<file path="src/rtl/slx_pkg.sv">
// Shared constants, types and character helpers for the stack language lexer.
package slx_pkg;

  localparam int MAX_TOKEN_CHARS = 8;
  localparam int BUF_DEPTH = 8;
  localparam int BUF_IDX_W = $clog2(BUF_DEPTH);
  localparam int CNT_W = $clog2(BUF_DEPTH + 1);
  localparam int TEXT_W = 8 * BUF_DEPTH;
  localparam int NUM_KEYWORDS = 22;
  localparam int KW_IDX_W = $clog2(NUM_KEYWORDS);
  localparam int QUEUE_DEPTH = 4;
  localparam int QPTR_W = $clog2(QUEUE_DEPTH);
  localparam int QCNT_W = $clog2(QUEUE_DEPTH + 1);

  localparam logic [4:0] KIND_LITERAL = 5'd0;
  localparam logic [4:0] KIND_ARG = 5'd1;
  localparam logic [4:0] KIND_KEYWORD_BASE = 5'd2;
  localparam logic [4:0] KIND_IDENT = 5'd24;
  localparam logic [4:0] KIND_MALFORMED = 5'd25;
  localparam logic [4:0] KIND_END = 5'd26;

  localparam logic [7:0] CH_SPACE = 8'h20;
  localparam logic [7:0] CH_TAB = 8'h09;
  localparam logic [7:0] CH_CR = 8'h0D;
  localparam logic [7:0] CH_LF = 8'h0A;
  localparam logic [7:0] CH_SEMI = 8'h3B;
  localparam logic [7:0] CH_UNDERSCORE = 8'h5F;
  localparam logic [7:0] CH_MINUS = 8'h2D;
  localparam logic [7:0] CH_ZERO = 8'h30;
  localparam logic [7:0] CH_X = 8'h78;
  localparam logic [7:0] CH_A = 8'h61;
  localparam logic [7:0] CH_R = 8'h72;
  localparam logic [7:0] CH_G = 8'h67;

  // Token state as the scanner holds it.
  typedef struct packed {
    logic [TEXT_W-1:0] text;
    logic [CNT_W-1:0]  count;
    logic              overflowed;
    logic [31:0]       acc;
  } slx_token_t;

  // What one accepted word produces.
  typedef struct packed {
    logic token;
    logic token_last;
    logic end_mark;
  } slx_emit_t;

  typedef struct packed {
    logic [4:0]        kind;
    logic [31:0]       lit;
    logic [7:0]        argn;
    logic [3:0]        len;
    logic [TEXT_W-1:0] text;
    logic              last;
  } slx_result_t;

  function automatic logic is_digit(input logic [7:0] c);
    return (c >= 8'h30) && (c <= 8'h39);
  endfunction

  function automatic logic is_alpha(input logic [7:0] c);
    return ((c >= 8'h61) && (c <= 8'h7A)) || ((c >= 8'h41) && (c <= 8'h5A));
  endfunction

  function automatic logic is_hex(input logic [7:0] c);
    return is_digit(c) || ((c >= 8'h61) && (c <= 8'h66)) || ((c >= 8'h41) && (c <= 8'h46));
  endfunction

  // Non-hex characters give zero; such a token is reported malformed anyway.
  function automatic logic [3:0] hex_nibble(input logic [7:0] c);
    logic [3:0] v;
    if (is_digit(c)) begin
      v = c[3:0];
    end else if (is_hex(c)) begin
      v = c[3:0] + 4'd9;
    end else begin
      v = 4'd0;
    end
    return v;
  endfunction

  function automatic logic is_blank(input logic [7:0] c);
    return (c == CH_SPACE) || (c == CH_TAB) || (c == CH_CR) || (c == CH_LF);
  endfunction

  function automatic logic [CNT_W-1:0] kw_len(input logic [KW_IDX_W-1:0] k);
    logic [CNT_W-1:0] l;
    unique case (k)
      5'd0: l = CNT_W'(5);
      5'd1: l = CNT_W'(6);
      5'd2, 5'd3, 5'd4, 5'd5, 5'd6: l = CNT_W'(1);
      5'd7, 5'd9, 5'd19, 5'd21: l = CNT_W'(3);
      5'd16, 5'd18, 5'd20: l = CNT_W'(4);
      5'd17: l = CNT_W'(5);
      default: l = CNT_W'(2);
    endcase
    return l;
  endfunction

  // String literals are written reversed so the first character lands in the low byte.
  function automatic logic [TEXT_W-1:0] kw_text(input logic [KW_IDX_W-1:0] k);
    logic [TEXT_W-1:0] t;
    unique case (k)
      5'd0:  t = TEXT_W'("nufed");
      5'd1:  t = TEXT_W'("nruter");
      5'd2:  t = TEXT_W'("+");
      5'd3:  t = TEXT_W'("-");
      5'd4:  t = TEXT_W'("*");
      5'd5:  t = TEXT_W'("/");
      5'd6:  t = TEXT_W'("%");
      5'd7:  t = TEXT_W'("dna");
      5'd8:  t = TEXT_W'("ro");
      5'd9:  t = TEXT_W'("ton");
      5'd10: t = TEXT_W'("tl");
      5'd11: t = TEXT_W'("el");
      5'd12: t = TEXT_W'("qe");
      5'd13: t = TEXT_W'("eg");
      5'd14: t = TEXT_W'("tg");
      5'd15: t = TEXT_W'("fi");
      5'd16: t = TEXT_W'("esle");
      5'd17: t = TEXT_W'("fidne");
      5'd18: t = TEXT_W'("pord");
      5'd19: t = TEXT_W'("pud");
      5'd20: t = TEXT_W'("paws");
      5'd21: t = TEXT_W'("tor");
      default: t = '1;
    endcase
    return t;
  endfunction

endpackage

</file>
<file path="src/rtl/stack_language_lexer.sv">
// Stack language lexer: byte-serial tokenizer with classified token output.
//
// Input channel (in_valid/in_ready): one source byte per word in char_byte, or
// end_of_stream high to mark the end of input. Blanks separate tokens, and a
// ';' between tokens starts a comment up to the next line feed.
// Output channel (out_valid/out_ready): one classified token per word, with
// last_result high on the final result caused by an input word. A blank after
// a token gives one result; the end marker gives the pending token, if any,
// and then an end result.
// A result is visible on the output in the cycle after the input word that
// closes the token is accepted. One byte is taken per cycle; the limit is
// the four-entry result queue, which takes a new word whenever it has room for
// two results. With the receiver always ready it never holds more than two,
// so only a stalled receiver slows the input.
// When the receiver stalls, the queue fills and in_ready drops until it drains.
// Reset clears the token, comment and queue state; no result is pending after
// reset and in_ready is high in the first cycle after it.
module stack_language_lexer import slx_pkg::*; (
  input  logic               clk,
  input  logic               rst,
  input  logic               in_valid,
  output logic               in_ready,
  input  logic [7:0]         char_byte,
  input  logic               end_of_stream,
  output logic               out_valid,
  input  logic               out_ready,
  output logic [4:0]         token_kind,
  output logic signed [31:0] token_value,
  output logic [7:0]         arg_number,
  output logic [3:0]         token_length,
  output logic [63:0]        token_text,
  output logic               last_result
);

  logic accept;
  slx_token_t token;
  slx_emit_t emit;
  slx_result_t tok_res, end_res, wr0, q_out;
  logic wr0_en, wr1_en;

  assign accept = in_valid && in_ready;

  slx_scan u_scan (
    .clk          (clk),
    .rst          (rst),
    .accept       (accept),
    .char_byte    (char_byte),
    .end_of_stream(end_of_stream),
    .token        (token),
    .emit         (emit)
  );

  slx_classify u_classify (
    .token (token),
    .result(tok_res)
  );

  always_comb begin
    end_res = '0;
    end_res.kind = KIND_END;
    end_res.last = 1'b1;
    wr0 = end_res;
    if (emit.token) begin
      wr0 = tok_res;
      wr0.last = emit.token_last;
    end
  end

  assign wr0_en = emit.token || emit.end_mark;
  assign wr1_en = emit.token && emit.end_mark;

  slx_outq u_outq (
    .clk     (clk),
    .rst     (rst),
    .wr0_en  (wr0_en),
    .wr0     (wr0),
    .wr1_en  (wr1_en),
    .wr1     (end_res),
    .rd_en   (out_valid && out_ready),
    .room    (in_ready),
    .rd_valid(out_valid),
    .rd_data (q_out)
  );

  assign token_kind = q_out.kind;
  assign token_value = $signed(q_out.lit);
  assign arg_number = q_out.argn;
  assign token_length = q_out.len;
  assign token_text = q_out.text;
  assign last_result = q_out.last;

  a_end_gives_result: assert property (@(posedge clk) disable iff (rst)
    in_valid && in_ready && end_of_stream |=> out_valid)
    else $error("end marker accepted but no result queued");

  a_end_is_last: assert property (@(posedge clk) disable iff (rst)
    out_valid && (token_kind == KIND_END) |-> last_result)
    else $error("end result without last_result");

  a_literal_only: assert property (@(posedge clk) disable iff (rst)
    out_valid && (token_kind != KIND_LITERAL) |-> (token_value == 0))
    else $error("literal value on a non-literal token");

  a_length_bound: assert property (@(posedge clk) disable iff (rst)
    out_valid |-> (token_length <= 4'(MAX_TOKEN_CHARS)))
    else $error("token length beyond buffer");

endmodule

</file>
<file path="src/rtl/slx_scan.sv">
// Character scanner: token buffer, comment tracking and incremental literal value.
module slx_scan import slx_pkg::*; (
  input  logic       clk,
  input  logic       rst,
  input  logic       accept,
  input  logic [7:0] char_byte,
  input  logic       end_of_stream,
  output slx_token_t token,
  output slx_emit_t  emit
);

  logic [BUF_DEPTH-1:0][7:0] text_buf;
  logic [CNT_W-1:0] text_count, text_count_next;
  logic in_comment, in_comment_next;
  logic overflowed, overflowed_next;
  logic [31:0] acc, acc_next;
  logic buf_wr;
  logic pending, hex_body;

  assign pending = (text_count != '0) || overflowed;
  assign hex_body = (text_count >= CNT_W'(2)) && (text_buf[0] == CH_ZERO) &&
                    (text_buf[1] == CH_X);

  always_comb begin
    text_count_next = text_count;
    in_comment_next = in_comment;
    overflowed_next = overflowed;
    acc_next = acc;
    buf_wr = 1'b0;
    emit = '0;
    if (accept) begin
      if (end_of_stream) begin
        emit.token = pending && !in_comment;
        emit.end_mark = 1'b1;
        in_comment_next = 1'b0;
        text_count_next = '0;
        overflowed_next = 1'b0;
        acc_next = '0;
      end else if (in_comment) begin
        if (char_byte == CH_LF) begin
          in_comment_next = 1'b0;
        end
      end else if (is_blank(char_byte)) begin
        if (pending) begin
          emit.token = 1'b1;
          emit.token_last = 1'b1;
          text_count_next = '0;
          overflowed_next = 1'b0;
          acc_next = '0;
        end
      end else if ((char_byte == CH_SEMI) && !pending) begin
        in_comment_next = 1'b1;
      end else if (text_count < CNT_W'(MAX_TOKEN_CHARS)) begin
        if (hex_body) begin
          acc_next = {acc[27:0], hex_nibble(char_byte)};
        end else if (is_digit(char_byte)) begin
          acc_next = (acc << 3) + (acc << 1) + {28'd0, char_byte[3:0]};
        end
        buf_wr = 1'b1;
        text_count_next = text_count + CNT_W'(1);
      end else begin
        overflowed_next = 1'b1;
      end
    end
  end

  always_ff @(posedge clk) begin
    if (rst) begin
      text_count <= '0;
      in_comment <= 1'b0;
      overflowed <= 1'b0;
      acc <= '0;
    end else begin
      text_count <= text_count_next;
      in_comment <= in_comment_next;
      overflowed <= overflowed_next;
      acc <= acc_next;
    end
  end

  always_ff @(posedge clk) begin
    if (buf_wr) begin
      text_buf[text_count[BUF_IDX_W-1:0]] <= char_byte;
    end
  end

  assign token.text = text_buf;
  assign token.count = text_count;
  assign token.overflowed = overflowed;
  assign token.acc = acc;

endmodule

</file>
<file path="src/rtl/slx_classify.sv">
// Token classifier: literal, argN, keyword, identifier or malformed.
module slx_classify import slx_pkg::*; (
  input  slx_token_t  token,
  output slx_result_t result
);

  logic [BUF_DEPTH-1:0] keep, dig_ok, hex_ok, id_ok;
  logic [TEXT_W-1:0] text;
  logic [7:0] b0, b1;
  logic kw_hit;
  logic [KW_IDX_W-1:0] kw_idx;
  logic starts_hex, starts_dec, starts_arg;

  // Bytes at or past the count are stale and read as zero; checks treat them as passing.
  always_comb begin
    for (int i = 0; i < BUF_DEPTH; i++) begin
      keep[i] = CNT_W'(i) < token.count;
      text[8*i +: 8] = keep[i] ? token.text[8*i +: 8] : 8'h00;
      dig_ok[i] = !keep[i] || is_digit(token.text[8*i +: 8]);
      hex_ok[i] = !keep[i] || is_hex(token.text[8*i +: 8]);
      id_ok[i] = !keep[i] || is_digit(token.text[8*i +: 8]) ||
                 is_alpha(token.text[8*i +: 8]) || (token.text[8*i +: 8] == CH_UNDERSCORE);
    end
  end

  always_comb begin
    kw_hit = 1'b0;
    kw_idx = '0;
    for (int k = 0; k < NUM_KEYWORDS; k++) begin
      if ((kw_len(KW_IDX_W'(k)) == token.count) && (kw_text(KW_IDX_W'(k)) == text)) begin
        kw_hit = 1'b1;
        kw_idx = KW_IDX_W'(k);
      end
    end
  end

  assign b0 = token.text[7:0];
  assign b1 = token.text[15:8];
  assign starts_hex = (token.count >= CNT_W'(2)) && (b0 == CH_ZERO) && (b1 == CH_X);
  assign starts_dec = ((token.count >= CNT_W'(1)) && is_digit(b0)) ||
                      ((token.count >= CNT_W'(2)) && (b0 == CH_MINUS) && is_digit(b1));
  assign starts_arg = (token.count >= CNT_W'(4)) && (b0 == CH_A) && (b1 == CH_R) &&
                      (token.text[23:16] == CH_G) && (&dig_ok[BUF_DEPTH-1:3]);

  always_comb begin
    result = '0;
    result.len = 4'(token.count);
    result.text = text;
    result.kind = KIND_MALFORMED;
    if (token.overflowed) begin
      result.kind = KIND_MALFORMED;
    end else if (starts_hex) begin
      if ((token.count > CNT_W'(2)) && (&hex_ok[BUF_DEPTH-1:2])) begin
        result.kind = KIND_LITERAL;
        result.lit = token.acc;
      end
    end else if (starts_dec) begin
      if (&dig_ok[BUF_DEPTH-1:1]) begin
        result.kind = KIND_LITERAL;
        result.lit = (b0 == CH_MINUS) ? (32'd0 - token.acc) : token.acc;
      end
    end else if (starts_arg) begin
      result.kind = KIND_ARG;
      result.argn = (|token.acc[31:8]) ? 8'hFF : token.acc[7:0];
    end else if (kw_hit) begin
      result.kind = KIND_KEYWORD_BASE + 5'(kw_idx);
    end else if ((token.count != '0) && (&id_ok)) begin
      result.kind = KIND_IDENT;
    end
  end

endmodule

</file>
<file path="src/rtl/slx_outq.sv">
// Four-entry result queue that takes up to two results a cycle and delivers one.
module slx_outq import slx_pkg::*; (
  input  logic        clk,
  input  logic        rst,
  input  logic        wr0_en,
  input  slx_result_t wr0,
  input  logic        wr1_en,
  input  slx_result_t wr1,
  input  logic        rd_en,
  output logic        room,
  output logic        rd_valid,
  output slx_result_t rd_data
);

  slx_result_t entries [QUEUE_DEPTH];
  logic [QPTR_W-1:0] wr_ptr, rd_ptr;
  logic [QCNT_W-1:0] count;
  logic [QPTR_W-1:0] wr_ptr_next1;

  assign wr_ptr_next1 = wr_ptr + QPTR_W'(1);
  // Room for the worst case of two results from one word.
  assign room = count <= QCNT_W'(QUEUE_DEPTH - 2);
  assign rd_valid = count != '0;
  assign rd_data = entries[rd_ptr];

  always_ff @(posedge clk) begin
    if (rst) begin
      wr_ptr <= '0;
      rd_ptr <= '0;
      count <= '0;
    end else begin
      wr_ptr <= wr_ptr + QPTR_W'(wr0_en) + QPTR_W'(wr1_en);
      rd_ptr <= rd_ptr + QPTR_W'(rd_en);
      count <= count + QCNT_W'(wr0_en) + QCNT_W'(wr1_en) - QCNT_W'(rd_en);
    end
  end

  always_ff @(posedge clk) begin
    if (wr0_en) begin
      entries[wr_ptr] <= wr0;
    end
    if (wr1_en) begin
      entries[wr_ptr_next1] <= wr1;
    end
  end

endmodule
</file>
<file path="config.mk">
export PLATFORM = sky130hd
export DESIGN_NAME = stack_language_lexer
export DESIGN_NICKNAME = d
export VERILOG_FILES = /design/src/rtl/slx_pkg.sv /design/src/rtl/stack_language_lexer.sv /design/src/rtl/slx_scan.sv /design/src/rtl/slx_classify.sv /design/src/rtl/slx_outq.sv
export SDC_FILE = /design/constraint.sdc
export NUM_CORES = 1
export LEC_CHECK = 0
export ABC_AREA = 1
export BUFFER_PORTS_ARGS = -buffer_cell sky130_fd_sc_hd__buf_4
export CAP_MARGIN = 20
export CORE_MARGIN = 2
export CORE_UTILIZATION = 30
export DETAILED_ROUTE_END_ITERATION = 6
export GPL_TIMING_DRIVEN = 0
export PLACE_DENSITY = 0.46
export SETUP_SLACK_MARGIN = 0.4
export SYNTH_ARGS = -nofsm -noshare
export SYNTH_HDL_FRONTEND = slang
export SYNTH_SLANG_ARGS = --single-unit
</file>
<file path="constraint.sdc">
create_clock -name clk -period 4 [get_ports clk]
set_input_delay 0 -clock clk [delete_from_list [all_inputs] [get_ports clk]]
set_output_delay 0 -clock clk [all_outputs]
set_load 0.005 [all_outputs]
</file>
==> results.md, run 1 <==
* Result of the run: finished, final reports clean
* Effective utilization at floorplan at 30.2%
* Number of I/O pins at 129
* CORE AREA at 98100 um2
* Leakage dissipation at 13.8 nW
* XOR/XNOR share of the synthesized area at 1.04%
* Layout net count at 4400
* Adder-cell area share of the yosys netlist at 3.34%
* Biggest area contributors in the synthesized netlist: dfxtp_1, o21ai_0, nand2_1
* Max Slew Vio Count at 0
* All-Layer GR Usage at 25.5%
* Number of detailed-route iterations in the first pass at 7
* Last element of the critical path: token_value[31]
* Switching share of power at 38.6%
* Die Footprint at 101000 um2
* Clk pin slew, worst setup/hold paths at 50 ps
* Area fraction in compound gates after synthesis at 24.4%
* Total routed wire length on the met1 layer at 61300 um
* Main combinational cell family by area after synthesis: compound AO/OA/AOI/OAI gates
* Part of the power in the clock network at 28.2%
* Critical path startpoint category: register
* Reg2reg setup slack at 530 ps
* Simple-gate share of the synthesized area at 23.8%
* Slew of the pin with the lowest slew margin at 1150 ps
* Proportion of synthesized flip-flops having asynchronous set or reset at 0%
* Cells along the critical path: clkbuf_1 > clkinv_1 > clkbuf_2 > clkbuf_1 > o21ai_0 > o22ai_1 > buf_4
* Topmost layer with routed signal wires: met4
* Antenna violations before repair at 3
* Final period util at 88.0%
* Top FF cell, synth: dfxtp_1
* Overall routed net length at 133000 um
* Highest fanout seen on the critical path at 10
* Maximum number of pins on one net before global-route repair at 16
* Top achievable clock speed at 0.284 GHz
* Yosys top cell by area: dfxtp_1
* Endpoints failing setup at 0
* Fraction of final layout cells with drive strength greater than 1 at 12.5%
* Number of distinct standard cells referenced by the synthesized netlist at 70
* Portion of synthesized cell area occupied by the leading cell type at 33.9%
* Starting DRC count in detailed routing at 2898
* Count of port buffers added during placement at 127
* Portion of total power attributed to combinational logic at 37.0%
* Pint at 14.3 mW
* Endpoints failing hold at 0
* Met3 wire length at 7360 um
* Flip-flop and latch count after synthesis at 565
* Post-synthesis mux area share at 0%
* Sinks on the clock net at 565
* Required time of the worst setup path at 4000 ps
* Launching element of the worst setup path: u_outq.rd_ptr[0]
* RR Startpoint: u_scan.text_count[0]
* Accumulated negative setup slack at 0 ps
* Cell area after technology mapping at 29600 um2
* Top cell by count, worst path: clkbuf_1
* Power per Cell Area at 667 nW/um2
* Endpoint type of the worst setup path: primary output
* Post-DRT Antenna Nets at 0
* Hold Crit Class: in2reg
* Average footprint of a synthesized cell at 7.23 um2
* Final worst-path setup slack at 481 ps
* Minimum clock period after layout at 3520 ps
* Routed via count divided by cell count at 5.43
* Pre-CTS setup slack at -339 ps
* Root cell of the clock tree: clkbuf_16
* H-tree level count at 3
* Layout Area Growth over Synthesis at 18.0%
* Critical Path Max Stage Delay at 610 ps
* Wirelength per Cell at 23.5 um
* Destination of the worst register-to-register timing path: u_outq.entries[3][62]
* Synth Instances at 4092
* Number of placement rows at 115
* Arrival @ worst endpoint at 3520 ps
* RSZ-0062 raised after global routing: true
* Cell type of the slowest stage on the worst timing path: clkbuf_1
* Floorplan die width at 318 um
* Worst setup skew after layout at 28.2 ps
* Clock latency of the later-clocked register in the worst-skew pair at 640 ps
* Final weighted congestion in routability-driven placement at 0.916
* GRT overflow at 0
* Number of violations of the max-capacitance limit at 0
* Critical path type: reg2out
* Count of cells along the worst register-to-register path at 12
* Maximum count of clock buffers along a single path at 3
* Portion of the post-synthesis area used by sequential elements at 40.4%
* Worst IR Drop VDD at 0.330 mV
* Die height at 318 um
* Vias in the first global route at 29100
* DP Wirelength at 98600 um
* Clock tree from TritonCTS: done
* Syn nets at 4181
* Number of remaining DRC errors at 0
* Synthesis warning total at 0
* Worst slew margin relative to its limit at 22.9%
* Num CTS Buffers at 69
* Switching Power at 9.00 mW
* Number of vias after detailed routing at 30700
* Number of enable flip-flop cells after synthesis at 64
* Proportion of power drawn by flip-flops and latches at 34.8%
* Met2 wirelength from detailed routing at 60700 um
* First-pass GRT wire length at 196000 um
[state kept, by name, summed over array words and instances, names as in the netlist]
register and count:
u_scan.text_count 4, u_scan.token 64, u_outq.wr_ptr 2, u_scan.overflowed 1, u_outq.rd_ptr 2, u_outq.count 3, u_scan.acc 32, u_scan.in_comment 1
u_outq.entries 456
[cell families after synthesis]
logic type / Yosys count
AND/OR/NAND/NOR: 1605
AO/OA/AOI/OAI: 1297
flip-flops: 565
buffers and inverters: 514
adder cells (fa/ha/maj): 76
XOR/XNOR: 35
[synth_stat cells, drive strengths merged, types with 12 or more instances]
library cell,number
xor2,23
a211oi,45
a21oi,494
inv,249
edfxtp,64
ha,71
nor4,22
o221ai,13
nand2,683
nand4,45
nor3,95
buf,74
o31ai,13
xnor2,12
o22ai,107
clkbuf,188
nor2,578
o211ai,26
o21ai,555
dfxtp,501
nand3,158
[worst max-delay path, delay by kind of cell, from the launching register on]
family | cells | cell delay [ps]
buffers and inverters | 5 | 1860
AO/OA/AOI/OAI | 2 | 680
flip-flops | 1 | 310
[worst min path at each step]
stage,slack [ps],startpoint,cells after the start,to
after floorplan,100,char_byte[7],0,u_scan.token[100]
after global placement,410,char_byte[6],1,u_scan.token[67]
after detailed placement,410,char_byte[6],1,u_scan.token[67]
after CTS,20,rst,2,u_scan.text_count[2]
after global routing,90,rst,2,u_scan.text_count[2]
final,10,rst,2,u_scan.text_count[2]
[cell type report]
class / count / area (um2)
inverter: 252 / 950
multi-input combinational: 3013 / 15700
fill: 10700 / 63200
timing repair buffer: 148 / 1170
clock inverter: 25 / 259
sequential: 565 / 12000
tap: 1287 / 1610
antenna: 1 / 2.50
clock buffer: 100 / 2080
buffer: 262 / 1150
[through the flow]
step                      hold slack [ps]  power (mW)  utilization [%]  instances  area (um2)
after floorplan                      98.9        12.5                -       4092       29600
after global placement                413        16.6             32.8       5506       32200
after detailed placement              411        16.6             32.9       5512       32200
after CTS                            16.1        23.2             35.4       5652       34800
after global routing                 88.4        24.5             35.6       5652       34900
final                                12.2        23.3             35.6       5653       34900
[power groups by stage]
stage                     logic [mW]  clock network, mW  registers (mW)
after CTS                       8.53               6.66            8.05
after global routing            9.40               6.87            8.26
final                           8.62               6.58            8.10
after floorplan                 4.56                  0            7.95
after global placement          8.40                  0            8.15
after detailed placement        8.46                  0            8.16
[cells in the final DEF (no fill, tap or decap), types with 60 or more instances in the layout]
master,count
a21oi_1,450
buf_2,60
buf_4,136
clkbuf_1,185
clkbuf_16,73
dfxtp_1,495
edfxtp_1,64
ha_1,69
inv_1,210
nand2_1,658
nand3_1,133
nor2_1,541
nor3_1,87
o21ai_0,522
o22ai_1,105
[layer usage]
metal,GRT usage (%),vias to the layer above
li1,-,14500
met1,35.9,15000
met2,41.2,1036
met3,2.78,161
met4,7.35,0
met5,0,-
[what timing repair did]
item,CTS,global route
setup buffers,3,0
endpoints found under the hold margin,67,0
resized for setup,20,50
setup endpoints to repair,586,150
hold buffers,12,0
pin swaps,2,2
No activity file was read; power rests on OpenSTA's default activity.
==> run 2, diff against run 1 <==
--- a/config.mk
+++ b/config.mk
@@ -11,7 +11,6 @@
 export CORE_MARGIN = 2
 export CORE_UTILIZATION = 30
 export DETAILED_ROUTE_END_ITERATION = 6
-export GPL_TIMING_DRIVEN = 0
 export PLACE_DENSITY = 0.46
 export SETUP_SLACK_MARGIN = 0.4
 export SYNTH_ARGS = -nofsm -noshare
==> run 2 against run 1 <==
Compared with the run above:
- first-iteration DRC count shrank 17%
- clock skew is 1.4 ps lower
- global-route usage is 2.7 points lower
- sequential cell count unchanged
- critical endpoint is now u_outq.entries[2][76]
- power decreased by 3.1%
- clock-buffer cell count grew 4
- sequential share of layout area is 0.39 points higher
- non-clock buffer count is 179 lower
- final cell count fell by 3.1%
- largest cell class unchanged
==> results.md, run 2 (synthesized netlist as in run 1, its figures left out) <==
* Final worst-path setup slack at 563 ps (+82.0 ps)
* Maximum count of clock buffers along a single path at 3 (unchanged)
* Antenna violations before repair at 1 (-2)
* Destination of the worst register-to-register timing path: u_outq.entries[2][76]
* Reg2reg setup slack at 560 ps (+30 ps)
* Wirelength per Cell at 21.6 um (-7.8%)
* Largest register FFs at 456 (unchanged)
* Last element of the critical path: u_outq.entries[2][76]
* Number of detailed-route iterations in the first pass at 5 (-2)
* Cells along the critical path: inv_1 > ha_1 > o21ai_4 > buf_4 > o21ai_2 > nand2_1 > nor3_2 > inv_1 > nor4_1 > o211ai_1 > a21oi_1
* Endpoints failing setup at 0 (unchanged)
* Cell type of the slowest stage on the worst timing path: nor4_1
* Final weighted congestion in routability-driven placement at 0.956 (+4.3%)
* Most common cell after layout, fill and taps aside: nand2_1
* Number of remaining DRC errors at 0 (unchanged)
* Overall power of the completed layout at 22.6 mW (-3.1%)
* Endpoint type of the worst setup path: register
* Count of port buffers added during placement at 128 (+0.79%)
* Post-DRT Antenna Nets at 0 (unchanged)
* Required time of the worst setup path at 4560 ps (+560 ps)
* Num CTS Buffers at 70 (+1.4%)
* Worst IR Drop VDD at 0.360 mV (+9.2%)
* Clk pin slew, worst setup/hold paths at 60 ps (about the same)
* RR Startpoint: u_scan.text_count[1]
* GRT overflow at 0 (unchanged)
* Pre-CTS setup slack at 352 ps (+690 ps)
* Hold Crit Class: in2reg
* Register bank with the most flops: u_outq.entries
* All-Layer GR Usage at 22.8% (-2.7 points)
* Cell count after placement at 5329 (-3.3%)
* Number of placement rows at 115 (unchanged)
* Launching element of the worst setup path: u_scan.text_count[1]
* Endpoints failing hold at 0 (unchanged)
* H-tree level count at 3 (unchanged)
* RSZ-0062 raised after global routing: false
* Power per Cell Area at 654 nW/um2 (-2.0%)
* Count of cells along the worst register-to-register path at 11 (-1)
* Critical path startpoint category: register
* Maximum number of pins on one net before global-route repair at 137 (+121)
* Final period util at 85.9% (-2.1 points)
* Clock latency of the later-clocked register in the worst-skew pair at 640 ps (about the same)
* Root cell of the clock tree: clkbuf_16
* DP Wirelength at 76300 um (-23%)
* Total area of multi-input combinational cells at 15700 um2 (-0.44%)
* Top cell by count, worst path: inv_1
* Worst setup skew after layout at 26.9 ps (-1.36 ps)
* Layout net count at 4222 (-4.0%)
* Sequential cell area at 12000 um2 (about the same)
* Highest fanout seen on the critical path at 6 (-4)
* Filler Cell Count at 10600 (-1.2%)
* Result of the run: finished, final reports clean
* Floorplan die width at 318 um (unchanged)
* Arrival @ worst endpoint at 4000 ps (+480 ps)
* Routed via count divided by cell count at 5.34 (-1.7%)
* Vias in the first global route at 27800 (-4.4%)
* Number of vias after detailed routing at 29200 (-4.7%)
* Critical Path Max Stage Delay at 640 ps (+30 ps)
* Starting DRC count in detailed routing at 2404 (-17%)
* Number of violations of the max-capacitance limit at 0 (unchanged)
* Clock tree from TritonCTS: done
* Critical path type: reg2reg
* Leakage dissipation at 13.6 nW (-1.1%)
* Layout Area Growth over Synthesis at 16.7%
* Sinks on the clock net at 565 (unchanged)
* Slew of the pin with the lowest slew margin at 1060 ps (-91.8 ps)
* Die height at 318 um (unchanged)
* Top achievable clock speed at 0.291 GHz (+2.4%)
* Leading cell types in the layout, fill and taps excluded: nand2_1, nor2_1, o21ai_0
* Number of standard cells in the final layout excluding fillers at 5477 (-3.1%)
* First-pass GRT wire length at 179000 um (-8.6%)
* Max Slew Vio Count at 0 (unchanged)
* Worst slew margin relative to its limit at 29.6% (+6.7 points)
* Minimum clock period after layout at 3440 ps (-82.0 ps)
* Overall routed net length at 119000 um (-11%)
* CORE AREA at 98100 um2 (unchanged)
* Number of I/O pins at 129 (unchanged)
* Accumulated negative setup slack at 0 ps (unchanged)
* Effective utilization at floorplan at 30.2% (unchanged)
* Die Footprint at 101000 um2 (unchanged)
* Fraction of final layout cells with drive strength greater than 1 at 12.6% (+0.052 points)
==> run 2: changes by cell type in the layout (fill, tap and decap cells not counted), sizes merged <==
cell / delta
bufinv: +2
clkinvlp: -1
diode: +1
inv: +1
clkbuf: -182
clkinv: -4
buf: +7
==> run 2: area by class of cell <==
| class | count | area share [%] |
|---|---|---|
| Antenna cell | 2 | 0.0145 |
| Clock buffer | 104 | 5.89 |
| Clock inverter | 23 | 0.884 |
| Inverter | 252 | 2.77 |
| Multi-Input combinational cell | 3013 | 45.4 |
| Sequential cell | 565 | 34.6 |
| Tap cell | 1287 | 4.66 |
| Timing Repair Buffer | 231 | 5.76 |
==> run 2: per-layer routing <==
metal | track usage (%) | vias to the layer above | wire length (um)
met3 | 2.76 | 209 | 6050
li1 | - | 14100 | -
met4 | 7.41 | 2 | 3800
met5 | 0 | - | 13
met2 | 36.5 | 924 | 53000
met1 | 31.7 | 14000 | 55600
==> run 2: how the worst min path moves through the flow <==
stage / start / endpoint / slack, ps / cells after the start
6_report: in_valid / u_outq.entries[0][0] / 40 / 6
5_1_grt: out_ready / u_outq.rd_ptr[0] / 60 / 5
4_1_cts: in_valid / u_outq.entries[2][0] / 10 / 6
3_5_place_dp: char_byte[6] / u_scan.token[51] / 420 / 1
3_3_place_gp: char_byte[0] / u_scan.token[45] / 430 / 1
2_1_floorplan: char_byte[7] / u_scan.token[100] / 100 / 0
==> run 2: power breakdown <==
group	switching (mW)	internal [mW]	total, mW	leakage (nW)
registers	0.830	7.34	8.17	4.70
logic	4.87	3.00	7.87	7.80
clock network	2.62	3.92	6.54	1.14
total	8.31	14.3	22.6	13.6
==> run 2: metrics by stage <==
step | hold slack (ps) | instance area (um2) | utilization, %
after CTS | 9.67 | 34500 | 35.1
after floorplan | 98.9 | 29600 | -
final | 44.6 | 34500 | 35.2
after global placement | 429 | 32000 | 32.6
after detailed placement | 424 | 32000 | 32.6
after global routing | 58.3 | 34500 | 35.2
==> run 2: worst max-delay path, delay by kind of cell, from the launching register on <==
kind | cells | cell delay (ps)
fa+ha+maj | 1 | 330
simple gates | 3 | 1330
buf+inv | 3 | 490
flops | 1 | 350
compound gates | 4 | 860
==> run 2: timing repair <==
action                                 4_1_cts  5_1_grt
gates cloned                                 0        0
resized for setup                            2        7
setup buffers                                0        7
hold buffers                                12        0
pin swaps                                    0        2
endpoints found under the hold margin      108        0
setup endpoints to repair                    4      171
==> run 3, diff against run 2 <==
--- a/config.mk
+++ b/config.mk
@@ -9,9 +9,9 @@
 export BUFFER_PORTS_ARGS = -buffer_cell sky130_fd_sc_hd__buf_4
 export CAP_MARGIN = 20
 export CORE_MARGIN = 2
-export CORE_UTILIZATION = 30
+export CORE_UTILIZATION = 60
 export DETAILED_ROUTE_END_ITERATION = 6
-export PLACE_DENSITY = 0.46
+export PLACE_DENSITY_LB_ADDON = 0.1
 export SETUP_SLACK_MARGIN = 0.4
 export SYNTH_ARGS = -nofsm -noshare
 export SYNTH_HDL_FRONTEND = slang
==> run 3 against run 2 <==
Compared with the run above:
- the flow now finishes with violations (DRC)
- critical path type is now reg2out
- setup slack improved by 28 ps
- final cell count is 12% lower
- die area decreased by 49%
- sequential share of layout area is 1.5 points higher
- sequential power barely moved
- hold slack improved by 3.1 ps
- fmax increased by 0.81%
- critical path depth shrank 5
==> results.md, run 3 (synthesized netlist as in run 1, its figures left out) <==
* Final hold slack at 47.7 ps (+3.07 ps)
* Overall routed net length at 104000 um (-12%)
* Fraction of final layout cells with drive strength greater than 1 at 11.7% (-0.89 points)
* Result of the run: finished, violations left
* Pre-CTS setup slack at 573 ps (+222 ps)
* Launching element of the worst setup path: u_outq.rd_ptr[1]
* Met2 track demand over resource at 59.0% (+23 points)
* Number of vias after detailed routing at 30200 (+3.3%)
* Overall power of the completed layout at 21.3 mW (-5.5%)
* Floorplan die width at 226 um (-29%)
* Number of placement rows at 81 (-30%)
* Sinks on the clock net at 565 (unchanged)
* Global-route layer with the greatest usage: met2
* Vias in the first global route at 27200 (-2.3%)
* Highest fanout seen on the critical path at 62 (+56)
* Worst slew margin relative to its limit at 25.4% (-4.2 points)
* Root cell of the clock tree: clkbuf_16
* Required time of the worst setup path at 4000 ps (-560 ps)
* Switching share of power at 37.3% (+0.43 points)
* Critical path startpoint category: register
* Register bank with the most flops: u_outq.entries
* GRT overflow at 0 (unchanged)
* Power per Cell Area at 644 nW/um2 (-1.4%)
* Leading cell types in the layout, fill and taps excluded: nand2_1, nor2_1, o21ai_0
* Effective utilization at floorplan at 60.6% (+30 points)
* Minimum clock period after layout at 3410 ps (-27.6 ps)
* Total cell area at the placement stage at 31000 um2 (-3.1%)
* Number of remaining DRC errors at 3 (+3)
* Number of detailed-route iterations in the first pass at 7 (+2)
* Final worst-path setup slack at 591 ps (+27.6 ps)
* H-tree level count at 2 (-1)
* Maximum count of clock buffers along a single path at 3 (unchanged)
* Most common cell after layout, fill and taps aside: nand2_1
* Violations in the final reports: DRC
* Wirelength per Cell at 21.6 um (-0.31%)
* Endpoints failing setup at 0 (unchanged)
* Pint at 13.4 mW (-6.1%)
* Starting DRC count in detailed routing at 4446 (+85%)
* Worst IR Drop VDD at 0.550 mV (+53%)
* Portion of total power attributed to combinational logic at 36.0% (+1.1 points)
* Slew of the pin with the lowest slew margin at 1120 ps (+63.2 ps)
* Number of violations of the max-capacitance limit at 0 (unchanged)
* Global routing met1 resource utilization at 58.6% (+27 points)
* Post-DRT Antenna Nets at 0 (unchanged)
* Layout Area Growth over Synthesis at 11.8%
* DP Wirelength at 66600 um (-13%)
* Accumulated negative setup slack at 0 ps (unchanged)
* Critical path type: reg2out
* Switching Power at 7.95 mW (-4.4%)
* Worst setup skew after layout at 44.3 ps (+17.4 ps)
* Number of I/O pins at 129 (unchanged)
* Number of standard cells in the final layout excluding fillers at 4811 (-12%)
* Part of the power in the clock network at 25.5% (-3.5 points)
* Proportion of power drawn by flip-flops and latches at 38.4% (+2.2 points)
* Clock tree from TritonCTS: done
* Max Slew Vio Count at 0 (unchanged)
* Leakage dissipation at 13.3 nW (-2.5%)
* Critical hold path startpoint: in_valid
* Die height at 226 um (-29%)
* Global routing met3 resource utilization at 7.16% (+4.4 points)
* Die Footprint at 51100 um2 (-49%)
* Filler Cell Count at 4405 (-58%)
* Cell count after placement at 4682 (-12%)
* Routed via count divided by cell count at 6.27 (+18%)
* Count of port buffers added during placement at 128 (unchanged)
* Hold Crit Class: in2reg
* Clock latency of the later-clocked register in the worst-skew pair at 660 ps (+20 ps)
* RR Startpoint: u_scan.token[87]
* Clk pin slew, worst setup/hold paths at 60 ps (about the same)
* First-pass GRT wire length at 158000 um (-12%)
* Layout net count at 4187 (-0.83%)
* Top achievable clock speed at 0.293 GHz (+0.81%)
* Finished Cell Area at 33100 um2 (-4.1%)
* RSZ-0062 raised after global routing: true
* Maximum number of pins on one net before global-route repair at 133 (-2.9%)
* Final period util at 85.2% (-0.69 points)
* CORE AREA at 48800 um2 (-50%)
* Num CTS Buffers at 58 (-17%)
* Arrival @ worst endpoint at 3410 ps (-590 ps)
* Endpoint type of the worst setup path: primary output
* Largest register FFs at 456 (unchanged)
* All-Layer GR Usage at 39.6% (+17 points)
* Endpoints failing hold at 0 (unchanged)
* Share of the core filled with cells at 67.8% (+33 points)
* Final weighted congestion in routability-driven placement at 1.05 (+9.9%)
* Antenna violations before repair at 0 (-1)
[run 3: cell count changes in the layout (fill, tap and decap cells not counted), sizes merged]
cell         delta
buf            -24
dlygate4sd3     +1
clkinv          +4
diode           -1
inv             -2
clkbuf         -17
bufinv          -4
[run 3: layout make-up]
type / count / area, um2 / area share [%]
clock buffer: 87 / 1680 / 5.09
sequential: 565 / 12000 / 36.1
timing repair buffer: 208 / 1780 / 5.37
inverter: 252 / 952 / 2.88
multi-input combinational: 3013 / 15700 / 47.3
clock inverter: 21 / 233 / 0.703
antenna: 1 / 2.50 / 0.00756
tap: 664 / 831 / 2.51
[run 3: what timing repair did]
item | 4_1_cts | 5_1_grt
endpoints found under the hold margin | 109 | 0
resized for setup | 0 | 7
hold buffers | 13 | 0
setup buffers | 0 | 7
setup endpoints to repair | 0 | 36
[run 3: path summary, 6_finish.rpt]
path,endpoint,slack [ps],depth (start not counted)
setup / recovery,token_text[30],590,6
hold / removal,u_outq.entries[0][0],50,6
hold reg to reg,u_outq.entries[2][40],450,2
setup reg to reg,u_outq.entries[1][78],610,13
[run 3: critical path: stages, from the launching register on]
cell and delay, ps:
dfxtp_4 600, clkinv_2 960, buf_12 530, a21oi_1 160, o21ai_0 120, o21ai_0 180, buf_4 170
[run 3: metal layers]
layer  vias to the layer above  wire length, um
li1                      14000                -
met1                     14200            45200
met2                      1766            44400
met3                       171            11800
met4                         0             2310
met5                         -                0
[run 3: power by group through the flow]
stage	clock (mW)	combinational, mW	sequential, mW
final	5.45	7.69	8.19
after global routing	5.71	8.37	8.34
after CTS	5.47	7.53	8.15
after detailed placement	0	7.46	8.23
after global placement	0	7.36	8.20
after floorplan	0	4.56	7.95
